`config.mk`:
```
export PLATFORM = sky130hd
export DESIGN_NAME = cbe_basis
export DESIGN_NICKNAME = d
export VERILOG_FILES = /design/src/cbe_pkg.sv /design/src/cbe_basis.sv
export SDC_FILE = /design/constraint.sdc
export NUM_CORES = 2
export LEC_CHECK = 0
export BUFFER_PORTS_ARGS = -buffer_cell sky130_fd_sc_hd__buf_2
export CAP_MARGIN = 20
export CORE_MARGIN = 1
export CORE_UTILIZATION = 67
export CTS_CLUSTER_DIAMETER = 60
export CTS_CLUSTER_SIZE = 8
export DETAILED_ROUTE_END_ITERATION = 10
export PLACE_DENSITY_LB_ADDON = 0.15
export SKIP_LAST_GASP = 1
export SLEW_MARGIN = 40
export SYNTH_ARGS = -nofsm -noshare
export SYNTH_HDL_FRONTEND = slang
export SYNTH_SLANG_ARGS = --single-unit
```
`constraint.sdc`:
```
create_clock -name i_clk -period 9.3 [get_ports i_clk]
set_clock_uncertainty 0.15 [all_clocks]
set_input_delay 0.93 -clock i_clk [delete_from_list [all_inputs] [get_ports i_clk]]
set_output_delay 0.93 -clock i_clk [all_outputs]
set_load 0.1 [all_outputs]
```
`src/cbe_pkg.sv`:
```
// cbe_pkg: shared types and register codes for the cubic bezier easing solver
// no dependencies; imported by every module of the block
`timescale 1ns / 1ps
`default_nettype none

package cbe_pkg;

    // configuration register indexes
    typedef enum logic [1:0] {
        CFG_X1 = 2'd0,
        CFG_Y1 = 2'd1,
        CFG_X2 = 2'd2,
        CFG_Y2 = 2'd3
    } t_cfg_idx;

    localparam int CFG_IDX_W = 2;

    // control that travels with each word down the pipeline
    typedef struct packed {
        logic valid;
        logic is_zero;  // progress at zero, result forced to zero
        logic is_one;   // progress at or above one, result forced to one
    } t_item_ctl;

endpackage

`default_nettype wire

```
`src/cbe_basis.sv`:
```
// cbe_basis: two-stage bernstein basis terms o^2*g, o*g^2, g^3 for a guess g
// uses cbe_pkg only through the common import style
`timescale 1ns / 1ps
`default_nettype none

module cbe_basis #(
    parameter int FRAC_BITS = 16
) (
    input  wire logic                 i_clk,
    input  wire logic [FRAC_BITS:0]   i_g,
    output logic      [FRAC_BITS:0]   o_oog,
    output logic      [FRAC_BITS:0]   o_ogg,
    output logic      [FRAC_BITS:0]   o_ggg
);
    import cbe_pkg::*;

    localparam int W  = FRAC_BITS + 1;
    localparam int PW = 2 * W;
    localparam logic [W-1:0] ONE = W'(1) << FRAC_BITS;

    logic [W-1:0]  w_o;
    logic [PW-1:0] w_og_full, w_gg_full;
    logic [W-1:0]  r_o, r_g, r_og, r_gg;
    logic [PW-1:0] w_oog_full, w_ogg_full, w_ggg_full;
    logic [W-1:0]  r_oog, r_ogg, r_ggg;

    // stage 1: o*g and g*g
    assign w_o       = ONE - i_g;
    assign w_og_full = PW'(w_o) * PW'(i_g);
    assign w_gg_full = PW'(i_g) * PW'(i_g);

    always_ff @(posedge i_clk) begin
        r_o  <= w_o;
        r_g  <= i_g;
        r_og <= w_og_full[FRAC_BITS +: W];
        r_gg <= w_gg_full[FRAC_BITS +: W];
    end

    // stage 2: cubic terms
    assign w_oog_full = PW'(r_o) * PW'(r_og);
    assign w_ogg_full = PW'(r_g) * PW'(r_og);
    assign w_ggg_full = PW'(r_g) * PW'(r_gg);

    always_ff @(posedge i_clk) begin
        r_oog <= w_oog_full[FRAC_BITS +: W];
        r_ogg <= w_ogg_full[FRAC_BITS +: W];
        r_ggg <= w_ggg_full[FRAC_BITS +: W];
    end

    assign o_oog = r_oog;
    assign o_ogg = r_ogg;
    assign o_ggg = r_ggg;

endmodule

`default_nettype wire

```
After elaboration in Yosys (flattened, before gate mapping)
Index checks and enable logic that the tools add are counted.
Storage, ports and cells
  register bits after elaboration: 119
  input port bits: 18
  output and inout bits: 51
Operators by class
  add/sub/neg operators: 1
  multiply operators: 5
Operators by type and width (count)
  17-bit by 17-bit multiplier with 33-bit output: 5
  17-bit subtractor (first input constant): 1

Depth between registers and ports, before layout
  word-level depth: 2
  depth in mapped cells: 30
  gate-level depth less buffers: 28

Least setup slack after synthesis
OpenSTA, ideal clock, no wires.
  path kind: input to register
  start: in i_g[0]
  end: reg r_og[11]
  arrival: 7917 ps
  setup slack: 1171 ps
  stages: 29
  path buffers: 2
  cells stage by stage: clkbuf_1 inv_1 ha_1 and3_1 nor3b_1 nor3b_1 and3_1 ha_1 clkbuf_1 nor2_1 fa_1 inv_1 fa_1 fa_1 inv_1 fa_1 fa_1 inv_1 fa_1 inv_1 ha_1 a21o_1 a21o_1 a21o_1 or3_1 a2111oi_4 nor3_2 or3_1 nand3_1
On the way
  cells in the longest elaborated chain, start to end: 2
RTL lines
  start, declared: RTL line cbe_basis.sv:10  | input wire logic [FRAC_BITS:0] i_g,
  17-bit subtractor: RTL line cbe_basis.sv:28  | assign w_o = ONE - i_g;
  17-bit by 17-bit multiplier with 33-bit output *: RTL line cbe_basis.sv:29  | assign w_og_full = PW'(w_o) * PW'(i_g);
  net w_og_full[27]: RTL line cbe_basis.sv:22  | logic [PW-1:0] w_og_full, w_gg_full;
  end signal, assigned: RTL line cbe_basis.sv:35  | r_og <= w_og_full[FRAC_BITS +: W];
  end, declared: RTL line cbe_basis.sv:23  | logic [W-1:0] r_o, r_g, r_og, r_gg;
The timed path passes the listed nets; every way through them passes the cells marked *.

Worst setup path in the final report
  start: in i_g[0]
  end: reg r_og[11]
On the way
  cells in the longest elaborated chain, start to end: 2
RTL lines
  17-bit subtractor: RTL line cbe_basis.sv:28
  net w_o[16]: RTL line cbe_basis.sv:21  | logic [W-1:0] w_o;
  17-bit by 17-bit multiplier with 33-bit output: RTL line cbe_basis.sv:29
  net w_og_full[27]: RTL line cbe_basis.sv:22
The timed path passes the listed nets, and every way through them passes these cells.

==> summary.md <==
| Metric | Value |
|---|---|
| # resized after CTS | 0 |
| Largest net degree at the start of global routing | 40 |
| Routed Antenna Nets | 0 |
| RSZ-0062 raised after global routing | no |
| Worst setup SP type | primary input |
| Die width | between 200 and 300 microns |
| Hold_buf cts | 0 |
| I/O pin count | 69 |
| Register area | between 2000 and 2500 sq um |
| Slew headroom | about two fifths |
| Via/cell ratio | 5.465 |
| Tot GR Track Use | approximately 33% |
| Ys async rst share | 0% |
| Placed cells | about 6k |
| GP Congestion | around 0.96 |
| Pre-antenna DRT Iters | 5 |
| Ranking of synthesized cells by area | fa_1, ha_1, inv_1 |
| Hold Crit Depth | 1 |
| HPWL after DPL | a little under 90000 microns |
| FP Rows | between 90 and 100 |
| Sequential fraction of the synthesis area | between 5 and 6% |
| Fmax | around 0.12 GHz |
| H-tree Lvls | 4 |
| Post-synth top area share | 46.40% |
| Share of cells above drive strength 1 | under 10% |
| Final TNS setup | 0 ns |
| Critical-path maximum fanout | 10 |
| Area of the core | between 60000 and 70000 sq um |
| Design area | ~48000 sq um |
| Unique masters post-synth | 76 |
| Area of the multi-input gates | 37610 sq um |
| Total of max-cap violations | 0 |
| Outcome | finished clean |
| Synthesis-to-layout area growth | 3.933% |
| Synth area leader | fa_1 |
| Setup crit start | i_g[0] |
| Final-report max-slew violation count | 0 |
| Antenna Cells | 0 |
| Reg2reg setup slack | about 2.2 ns |
| TritonCTS buffer count | 17 |
| Vias in the first global route | approximately 36k |
| Worst reg2reg endpoint | o_ogg[11] |
| Post-synth top flop | dfxtp_1 |
| Worst Path Required | around 9.6 ns |
| Root Buffer | clkbuf_16 |
| Detailed-route via count | roughly 33k |
| Post-Syn Area | roughly 46000 sq um |
| DRT iter0 DRCs | 2041 |
| Worst Max-Slew Pin Slew | 0.8728 ns |
| Hold worst-path end | r_g[5] |
| Clk slew on worst S/H paths | 0.07 ns |
| Setup Buffers After CTS | 0 |
| Synthesized flop and latch total | between 100 and 150 |
| Initial antenna violation count | 3 |
| Setup CP Type | primary input to flip-flop |
| Clk_lat worst skew | 0.49 ns |
| Hold_sp | i_g[5] |
| CTS max path bufs | 2 |
| GRT Residual Overflow | 0 |
| TritonCTS clock tree | built |
| Die height | ~270 microns |
| DRC Markers | 0 |
| Wire per inst | roughly 18 microns |
| FF-to-FF Start | r_g[11] |
| Final min period | between 8 and 9 ns |
| Count leader, synth | inv_1 |
| PortBufs | 68 |
| Filler cell count in the final layout | 5441 |
| Finish-stage setup viols | 0 |
| Total Wirelength | ~110000 microns |
| Worst Setup End Kind | flip-flop |
| First-pass GRT wire length | around 180000 microns |
| Mean Syn Cell Area | 8.832 sq um |
| Reg2Reg Depth | 22 |
| Post-synth EDFFs | 0 |
| Final Instance Count excl. Fillers | just over 6k |
| Arr. time, crit path | around 8.5 ns |
| DIE AREA | roughly 70000 sq um |
| Commonest cells in the netlist | inv_1, fa_1, nand2_1, ha_1, and2_1 |
| Initial Utilization | between 60% and 70% |
| Hold violation total from the final report | 0 |
| Ys Warns | 0 |
| Hold WC Path Type | primary input to flip-flop |
| Post-Syn Nets | roughly 6.9k |
| Area after DPL | about 48000 sq um |
| Cell count after synthesis | around 5.3k |
| Clock sinks | between 100 and 150 |
| Final period util | between 80% and 90% |
| Final net count | 6802 |
==> critical path, stage by stage <==
cell and delay [ns]:
buf_2 0.17, inv_1 0.17, ha_1 0.19, and3_1 0.19, nor3b_1 0.38, nand2_1 0.12, inv_1 0.11, nand2_1 0.06
ha_1 0.49, clkinv_1 0.35, nand2_1 0.19, fa_1 0.43, fa_1 0.48, fa_1 0.54, inv_1 0.05, fa_1 0.45
fa_1 0.51, inv_1 0.05, fa_1 0.47, inv_1 0.04, ha_1 0.33, a21o_1 0.22, a31o_1 0.23, or3_1 0.35
a2111oi_4 0.38, nor3_2 0.12, or3_1 0.38, nand3_1 0.07
==> per-layer routing <==
metal  wire [microns]  up-vias  track usage, %
met2            52400     1316           55.87
met3             8594      275           5.388
met4             4584        0           13.33
met5                0        -               0
li1                 -    15020               -
met1            42460    16850           43.51
==> layout by cell type (no fill, tap or decap), types with 14 or more instances in the layout <==
cell and count:
inv_1 1468, fa_1 1075, nand2_1 822, ha_1 531, and2_1 308, nor2_1 117
dfxtp_1 108, a21oi_1 87, xnor2_1 77, buf_2 68, nor2b_1 66, buf_4 66
a21o_1 48, xor2_1 32, nand3_1 27, nor3_1 25, o21ai_0 21, o21bai_1 17
clkbuf_16 17, nand2b_1 16, o21ai_1 15, and3_1 14
==> how the worst max path moves through the flow <==
stage | endpoint | depth (start not counted) | slack [ns]
detailed placement | r_og[11] | 27 | 0.67
floorplan | r_og[11] | 29 | 1.17
CTS | r_og[11] | 27 | 1.15
global placement | r_og[11] | 27 | 0.87
global route | r_og[9] | 27 | 0.74
finish | r_og[11] | 28 | 1.11
==> registers in the layout, summed over array words and instances (netlist names) <==
name   cells
r_o       16
r_gg      17
r_g       17
o_ogg     17
o_ggg     17
r_og      17
o_oog     17
==> cell type report <==
class,count,area share (%)
Timing Repair Buffer,134,1.734
Clock buffer,18,0.9111
Sequential cell,118,4.932
Multi-Input combinational cell,3428,78.03
Clock inverter,14,0.4595
Tap cell,931,2.417
Inverter,1479,11.52
==> stage by stage <==
stage | util, % | hold slack, ns | setup WS (ns)
6_report | 70.28 | 0.5800 | 1.113
5_1_grt | 70.28 | 0.5562 | 0.7352
4_1_cts | 70.27 | 0.5412 | 1.153
3_5_place_dp | 69.31 | 0.7869 | 0.6651
3_3_place_gp | 69.30 | 0.7626 | 0.8660
2_1_floorplan | - | 0.5790 | 1.171
==> logic make-up (layout without fill, tap and decap cells) <==
logic type      count (synthesis)  count (layout)  share of synthesized area [%]
buf+inv                      1705            1645                          13.82
fa+ha+maj                    1606            1606                          60.73
simple gates                 1443            1443                          14.34
compound gates                267             267                          3.904
flops                         118             118                          5.094
xor+xnor                      109             109                          2.058
mux                             2               2                        0.04586
other cells                     1               1                       0.008086
Power is left out: the tool's default activity adds up to more than one toggle a clock period on the data nets, which glitch-free logic cannot reach.
