===== src/cbe_pkg.sv =====
// cbe_pkg: shared types and register codes for the cubic bezier easing solver
// no dependencies; imported by every module of the block
`timescale 1ns / 1ps
`default_nettype none

package cbe_pkg;

    // configuration register indexes
    typedef enum logic [1:0] {
        CFG_X1 = 2'd0,
        CFG_Y1 = 2'd1,
        CFG_X2 = 2'd2,
        CFG_Y2 = 2'd3
    } t_cfg_idx;

    localparam int CFG_IDX_W = 2;

    // control that travels with each word down the pipeline
    typedef struct packed {
        logic valid;
        logic is_zero;  // progress at zero, result forced to zero
        logic is_one;   // progress at or above one, result forced to one
    } t_item_ctl;

endpackage

`default_nettype wire


===== src/cbe_basis.sv =====
// cbe_basis: two-stage bernstein basis terms o^2*g, o*g^2, g^3 for a guess g
// uses cbe_pkg only through the common import style
`timescale 1ns / 1ps
`default_nettype none

module cbe_basis #(
    parameter int FRAC_BITS = 16
) (
    input  wire logic                 i_clk,
    input  wire logic [FRAC_BITS:0]   i_g,
    output logic      [FRAC_BITS:0]   o_oog,
    output logic      [FRAC_BITS:0]   o_ogg,
    output logic      [FRAC_BITS:0]   o_ggg
);
    import cbe_pkg::*;

    localparam int W  = FRAC_BITS + 1;
    localparam int PW = 2 * W;
    localparam logic [W-1:0] ONE = W'(1) << FRAC_BITS;

    logic [W-1:0]  w_o;
    logic [PW-1:0] w_og_full, w_gg_full;
    logic [W-1:0]  r_o, r_g, r_og, r_gg;
    logic [PW-1:0] w_oog_full, w_ogg_full, w_ggg_full;
    logic [W-1:0]  r_oog, r_ogg, r_ggg;

    // stage 1: o*g and g*g
    assign w_o       = ONE - i_g;
    assign w_og_full = PW'(w_o) * PW'(i_g);
    assign w_gg_full = PW'(i_g) * PW'(i_g);

    always_ff @(posedge i_clk) begin
        r_o  <= w_o;
        r_g  <= i_g;
        r_og <= w_og_full[FRAC_BITS +: W];
        r_gg <= w_gg_full[FRAC_BITS +: W];
    end

    // stage 2: cubic terms
    assign w_oog_full = PW'(r_o) * PW'(r_og);
    assign w_ogg_full = PW'(r_g) * PW'(r_og);
    assign w_ggg_full = PW'(r_g) * PW'(r_gg);

    always_ff @(posedge i_clk) begin
        r_oog <= w_oog_full[FRAC_BITS +: W];
        r_ogg <= w_ogg_full[FRAC_BITS +: W];
        r_ggg <= w_ggg_full[FRAC_BITS +: W];
    end

    assign o_oog = r_oog;
    assign o_ogg = r_ogg;
    assign o_ggg = r_ggg;

endmodule

`default_nettype wire


===== src/cbe_bisect_step.sv =====
// cbe_bisect_step: one three-stage bisection step on the x polynomial
// depends on cbe_pkg (t_item_ctl) and cbe_basis
`timescale 1ns / 1ps
`default_nettype none

module cbe_bisect_step #(
    parameter int FRAC_BITS = 16
) (
    input  wire logic                 i_clk,
    input  wire logic                 i_rst_n,
    input  wire cbe_pkg::t_item_ctl   i_ctl,
    input  wire logic [FRAC_BITS-1:0] i_p,
    input  wire logic [FRAC_BITS:0]   i_lo,
    input  wire logic [FRAC_BITS:0]   i_hi,
    input  wire logic [FRAC_BITS:0]   i_g,
    input  wire logic [FRAC_BITS:0]   i_x1,
    input  wire logic [FRAC_BITS:0]   i_x2,
    output cbe_pkg::t_item_ctl        o_ctl,
    output logic      [FRAC_BITS-1:0] o_p,
    output logic      [FRAC_BITS:0]   o_lo,
    output logic      [FRAC_BITS:0]   o_hi,
    output logic      [FRAC_BITS:0]   o_g
);
    import cbe_pkg::*;

    localparam int W  = FRAC_BITS + 1;
    localparam int XW = 2 * FRAC_BITS + 6;

    logic [W-1:0] w_oog, w_ogg, w_ggg;

    cbe_basis #(.FRAC_BITS(FRAC_BITS)) u_basis (
        .i_clk (i_clk),
        .i_g   (i_g),
        .o_oog (w_oog),
        .o_ogg (w_ogg),
        .o_ggg (w_ggg)
    );

    // side data follows the basis latency
    t_item_ctl            r_ctl_d1, r_ctl_d2, r_ctl;
    logic [FRAC_BITS-1:0] r_p_d1, r_p_d2, r_p;
    logic [W-1:0]         r_lo_d1, r_lo_d2, r_hi_d1, r_hi_d2, r_g_d1, r_g_d2;
    logic [W-1:0]         r_lo, r_hi, r_g;

    always_ff @(posedge i_clk) begin
        if (!i_rst_n) begin
            r_ctl_d1 <= '0;
            r_ctl_d2 <= '0;
            r_ctl    <= '0;
        end else begin
            r_ctl_d1 <= i_ctl;
            r_ctl_d2 <= r_ctl_d1;
            r_ctl    <= r_ctl_d2;
        end
    end

    always_ff @(posedge i_clk) begin
        r_p_d1  <= i_p;
        r_p_d2  <= r_p_d1;
        r_lo_d1 <= i_lo;
        r_lo_d2 <= r_lo_d1;
        r_hi_d1 <= i_hi;
        r_hi_d2 <= r_hi_d1;
        r_g_d1  <= i_g;
        r_g_d2  <= r_g_d1;
    end

    // stage 3: x(g) against p and interval update
    logic [XW-1:0] w_mix, w_xv, w_pt;
    logic          w_lt;
    logic [W-1:0]  n_lo, n_hi;
    logic [W:0]    w_mid;

    assign w_mix = XW'(w_oog) * XW'(i_x1) + XW'(w_ogg) * XW'(i_x2);
    assign w_xv  = (w_mix << 1) + w_mix + (XW'(w_ggg) << FRAC_BITS);
    assign w_pt  = XW'(r_p_d2) << FRAC_BITS;
    assign w_lt  = w_xv < w_pt;
    assign n_lo  = w_lt ? r_g_d2 : r_lo_d2;
    assign n_hi  = w_lt ? r_hi_d2 : r_g_d2;
    assign w_mid = (W + 1)'(n_lo) + (W + 1)'(n_hi);

    always_ff @(posedge i_clk) begin
        r_p  <= r_p_d2;
        r_lo <= n_lo;
        r_hi <= n_hi;
        r_g  <= w_mid[W:1];
    end

    assign o_ctl = r_ctl;
    assign o_p   = r_p;
    assign o_lo  = r_lo;
    assign o_hi  = r_hi;
    assign o_g   = r_g;

endmodule

`default_nettype wire


===== config.mk =====
export PLATFORM = sky130hd
export DESIGN_NAME = cbe_bisect_step
export DESIGN_NICKNAME = d
export VERILOG_FILES = /design/src/cbe_pkg.sv /design/src/cbe_basis.sv /design/src/cbe_bisect_step.sv
export SDC_FILE = /design/constraint.sdc
export NUM_CORES = 2
export LEC_CHECK = 0
export BUFFER_PORTS_ARGS = -buffer_cell sky130_fd_sc_hd__buf_2
export CORE_ASPECT_RATIO = 0.7
export CORE_MARGIN = 5
export CORE_UTILIZATION = 50
export DETAILED_ROUTE_END_ITERATION = 10
export PLACE_DENSITY = 0.75
export RECOVER_POWER = 100
export SLEW_MARGIN = 25
export SYNTH_ARGS = -nofsm -noshare
export SYNTH_HDL_FRONTEND = slang
export SYNTH_HIERARCHICAL = 1
export SYNTH_SLANG_ARGS = --single-unit
export TNS_END_PERCENT = 5

===== constraint.sdc =====
create_clock -name i_clk -period 22.2 [get_ports i_clk]
set_clock_uncertainty 0.1 [all_clocks]
set_input_delay 3.33 -clock i_clk [delete_from_list [all_inputs] [get_ports i_clk]]
set_output_delay 3.33 -clock i_clk [all_outputs]
set_load 0.01 [all_outputs]

* Yosys cells after proc, flatten, opt, wreduce, memory -nomap -nowiden
Index checks and enable logic that the tools add are counted.
** Word-level totals
- Register bits after elaboration :: 312
- Input bits :: 106
- Output and inout bits :: 70
- Word-level logic and storage cells :: 42
** Cells by class
- $add $sub $neg :: 5
- $mul :: 7
- Order comparisons :: 1
- Muxes and demuxes :: 2
** Operator list (number)
- multiplier 17 x 17 -> 33 bit :: 5
- multiplier 17 x 17 -> 34 bit :: 2
- adder 37 x 33 -> 38 bit :: 1
- less-than comparator 38 x 32 -> 1 bit :: 1
- adder 36 x 35 -> 37 bit :: 1
- adder 34 x 34 -> 35 bit :: 1
- 2-to-1 mux 17 bit :: 2
- adder 17 x 17 -> 18 bit :: 1
- subtractor 17 bit (first input constant) :: 1

* Longest topological paths before layout
- Depth after elaboration :: 7
- Depth in mapped cells :: 65

* By module
Netlist, hierarchy kept.
** Modules (own cells, without submodules)
- cbe_basis :: times used 1, cells an instance 5204, area an instance 46004.1 sq um
- cbe_bisect_step :: times used 1, cells an instance 2834, area an instance 27380.0 sq um

* Worst setup path before layout
Ideal clock, no wire load.
- Path kind :: input to register
- Start :: input port i_x2[8]
- End :: register r_g[15], in the netlist o_g[15]
- Arrival time :: 17088 ps
- Required time :: 22028 ps
- Slack :: 4940 ps
- Cell stages on the path :: 61
- Buffers on the path :: 4
- Cells stage by stage :: clkbuf_1 clkbuf_1 nand2_1 fa_1 inv_1 fa_1 inv_1 fa_1 inv_1 fa_1 fa_1 fa_1 fa_1 inv_1 fa_1 inv_1 ha_1 a21o_1 (+25 left out) nor4b_1 o2111ai_1 nor2_2 buf_2 mux2_2 fa_1 a21o_1 a21oi_1 o21ai_0 a21oi_1 o21bai_1 a21oi_1 nor2b_1 o21a_1 o41a_1 a211o_1 a21oi_1 xnor2_1
** On the way
- Cells in the longest elaborated chain, start to end :: 7
** Ends and longest elaborated chain
- start, declared :: RTL line cbe_bisect_step.sv:17 : input wire logic [FRAC_BITS:0] i_x2,
- multiplier 17 x 17 -> 34 bit :: RTL line cbe_bisect_step.sv:74 : assign w_mix = XW'(w_oog) * XW'(i_x1) + XW'(w_ogg) * XW'(i_x2);
- adder 34 x 34 -> 35 bit :: RTL line cbe_bisect_step.sv:74
- adder 36 x 35 -> 37 bit :: RTL line cbe_bisect_step.sv:75 : assign w_xv = (w_mix << 1) + w_mix + (XW'(w_ggg) << FRAC_BITS);
- adder 37 x 33 -> 38 bit :: RTL line cbe_bisect_step.sv:75
- less-than comparator 38 x 32 -> 1 bit :: RTL line cbe_bisect_step.sv:77 : assign w_lt = w_xv < w_pt;
- 2-to-1 mux 17 bit :: RTL line cbe_bisect_step.sv:78 : assign n_lo = w_lt ? r_g_d2 : r_lo_d2;
- net n_lo[1] :: RTL line cbe_bisect_step.sv:71 : logic [W-1:0] n_lo, n_hi;
- adder 17 x 17 -> 18 bit :: RTL line cbe_bisect_step.sv:80 : assign w_mid = (W + 1)'(n_lo) + (W + 1)'(n_hi);
- net w_mid[16] :: RTL line cbe_bisect_step.sv:72 : logic [W:0] w_mid;
- end signal, assigned :: RTL line cbe_bisect_step.sv:86 : r_g <= w_mid[W:1];
- end, declared :: RTL line cbe_bisect_step.sv:43 : logic [W-1:0] r_lo, r_hi, r_g;
The timed path passes the listed nets, and every way through them passes these cells.
A chain may end at the register's enable or synchronous reset.

* Worst setup path after layout
- Start :: input port i_x1[10]
- End :: register r_g[15], in the netlist o_g[15]
** On the way
- Cells in the longest elaborated chain, start to end :: 7
** Ends and longest elaborated chain
- start, declared :: RTL line cbe_bisect_step.sv:16 : input wire logic [FRAC_BITS:0] i_x1,
- multiplier 17 x 17 -> 34 bit :: RTL line cbe_bisect_step.sv:74
- adder 34 x 34 -> 35 bit :: RTL line cbe_bisect_step.sv:74
- adder 36 x 35 -> 37 bit :: RTL line cbe_bisect_step.sv:75
- adder 37 x 33 -> 38 bit :: RTL line cbe_bisect_step.sv:75
- less-than comparator 38 x 32 -> 1 bit :: RTL line cbe_bisect_step.sv:77
- 2-to-1 mux 17 bit :: RTL line cbe_bisect_step.sv:78
- net n_lo[0] :: RTL line cbe_bisect_step.sv:71
- adder 17 x 17 -> 18 bit :: RTL line cbe_bisect_step.sv:80
- net w_mid[16] :: RTL line cbe_bisect_step.sv:72
The timed path passes the listed nets, and every way through them passes these cells.

==> run metrics <==
H-tree depth=2; cts bufs inserted=41; most common cell in the netlist=inv_1; met2 WL=82.49 mm; Worst Tran Pin Value=2468 ps; Die X=467.9 microns; crit end category=register; Die H=330.5 microns; Die Area=154700 sq um; WL final=192.1 mm; via count=53.18k; Final HPWL DP=153.7 mm; GRT overflow=0; Syn Area/Cell=9.130 sq um; Root Buffer=clkbuf_16; Max transition margin=-0.6450; WP buf/inv=5; post-synthesis register bit count=328; Met1 Routed Length=80.73 mm; GRT Resource Usage Total=0.2562; clock sink count=328; Initial Util=0.5038; RSZ-0062 raised after global routing=no; Async SR Flop Fraction=0; first-pass GRT wire length=312.7 mm; Final Max Tran Viols=646; fraction of layout cells with a size suffix above 1=0.02925; fin crit period=19820 ps; clk slew on worst S/H paths=60 ps; count of cell types in the netlist=85; largest area contributor in the netlist=fa_1; Post-route DRC=0; Req. time, crit path=22640 ps; failing checks=capacitance limit, slew limit; Max stage delay on crit path=1480 ps; WHS Path Cells=0; status=finished with violations; crit-path max FO=35; crit path launch type=input port; Nets=10.53k; setup TNS=0 ps; Slowest-stage cell, CP=clkbuf_1; Post-synth EDFFs=0; top layer in use=met5; most used cell, CP=fa_1; Synth Net Count=10.57k; core area=145700 sq um; IO Port Bufs=175; P&R area growth vs syn=5.291%; met3 wire length=22.75 mm; Fin. Hold Viols=0; Antenna Nets Post-Route=0; Main synth FF type=dfxtp_1; Hold Path Class=reg2reg; Crit Path Category=in2reg; Ys Warns=6; deepest clock path buffer count=3; DR iter-0 viols=4530; I/O pin cnt=176; CTS tree=built; arrival time at the worst endpoint=20260 ps; cells resized by post-CTS repair=0; # rows=117; top cells by count, synth=2127 x inv_1, 1603 x fa_1, 1119 x nand2_1; hold_sp=r_p_d1[10]; area share of the largest cell type after synthesis=0.4373; Synth Instances=8038; Hold Crit Endpoint=r_p_d2[10]; final setup violating endpoints=0; vias per cell=5.315; post-cts hold buffer count=0; Initial DRT Pass Iterations=7; setup bufs post-CTS=0; Reg2Reg Setup Slack=4340 ps; initial antenna violation count=15; Reg-to-Reg Start=u_basis/o_ogg[6]; # Max-Cap Violations=19; largest net degree at the start of global routing=43; fmax=50.45 MHz; routed len/inst=19.20 microns; clk_lat worst skew=620 ps; Final GP Congestion=0.9697; vias in the first global route=57.96k; Seq/Total Area, Yosys=0.08948; Mapped Area=73380 sq um; Tcrit/Tclk final=0.8930; top cells by area, synth=fa_1 44%, ha_1 14%, inv_1 11%; Reg2Reg Capture Point=o_g[15]; top cell family by delay on the critical path=compound AO/OA/AOI/OAI gates; R2R depth=59
==> metal layers <==
| metal | vias up | global-route usage |
|---|---|---|
| li1 | 23393 | - |
| met1 | 26796 | 0.3617 |
| met2 | 2613 | 0.3843 |
| met3 | 375 | 0.07212 |
| met4 | 6 | 0.07913 |
| met5 | - | 0.004329 |
==> metrics by stage <==
| stage | cell area [sq um] | setup WS [ps] | utilization | instances | hold slack [ps] |
|---|---|---|---|---|---|
| finish | 77270 | 2376 | 0.5305 | 10007 | 212.3 |
| global route | 77260 | 1387 | 0.5304 | 10003 | 217.8 |
| CTS | 77460 | 3653 | 0.5318 | 9997 | 210.4 |
| detailed placement | 75950 | 3017 | 0.5214 | 9923 | 212.1 |
| global placement | 75950 | 3411 | 0.5214 | 9923 | 209.7 |
| floorplan | 73380 | 4940 | - | 8038 | 209.6 |
==> cell type report <==
class	instances	area, sq um
diodes	10	25.02
clock buffers	50	1140
clock inverters	24	362.8
fillers	12973	68390
inverters	2137	8021
multi-input cells	5270	57580
flip-flops and latches	328	6579
well taps	1963	2456
repair buffers	225	1102
==> worst register-to-register path, delay by kind of cell, from the launching register on <==
| kind | cells | cell delay (ps) |
|---|---|---|
| buffers and inverters | 6 | 1730 |
| xor gates and xnor gates | 3 | 490 |
| adders and majority gates | 13 | 5910 |
| and+or+nand+nor | 7 | 1490 |
| muxes | 1 | 420 |
| AOI/OAI and AO/OA | 29 | 6570 |
| DFF | 1 | 1050 |
==> layout by cell type, fill, tap and decap left out, types with 17 or more instances in the layout <==
cell       Yosys  layout
nor2b_1       80      80
nor3_1        29      29
buf_2          4      89
and2_1       646     641
dfxtp_1      328     318
clkbuf_1     291      98
fa_1        1603    1603
inv_1       2127    2127
nand2b_1      17      17
o211ai_1      17      18
xnor2_1      111     111
o21ai_0       74      75
nand4_1       25      25
ha_1         818     818
nor2_1       189     189
o21a_1        18      18
buf_4          0      39
mux2_1         0      33
clkbuf_16      0      41
nand3_1       30      30
a21oi_1      149     150
a211oi_1      25      26
a21o_1        56      56
xor2_1        54      54
nand2_1     1119    1119
==> worst max-delay path by stage <==
stage | slack (ps) | end | from | cells after the start
6_report | 2380 | o_g[15] | i_x1[10] | 58
5_1_grt | 1390 | o_g[15] | i_x1[10] | 58
4_1_cts | 3650 | o_g[15] | i_x1[10] | 58
3_5_place_dp | 3020 | o_g[15] | i_x1[1] | 59
3_3_place_gp | 3410 | o_g[15] | i_x1[1] | 59
2_1_floorplan | 4940 | o_g[15] | i_x2[8] | 61
==> cell families (layout without fill, tap and decap cells) <==
| kind of cell | Yosys count | in the layout | share of synthesized area |
|---|---|---|---|
| buffers and inverters | 2440 | 2436 | 0.1250 |
| adders and majority gates | 2421 | 2421 | 0.5768 |
| and+or+nand+nor | 2205 | 2205 | 0.1435 |
| AOI/OAI and AO/OA | 440 | 440 | 0.03978 |
| DFF | 328 | 328 | 0.08948 |
| xor gates and xnor gates | 165 | 165 | 0.01969 |
| muxes | 38 | 38 | 0.005780 |
| other | 1 | 11 | 0.00005110 |
Power is not shown: default switching activity piles up to over one toggle a cycle in this logic, so the estimate is an artifact.
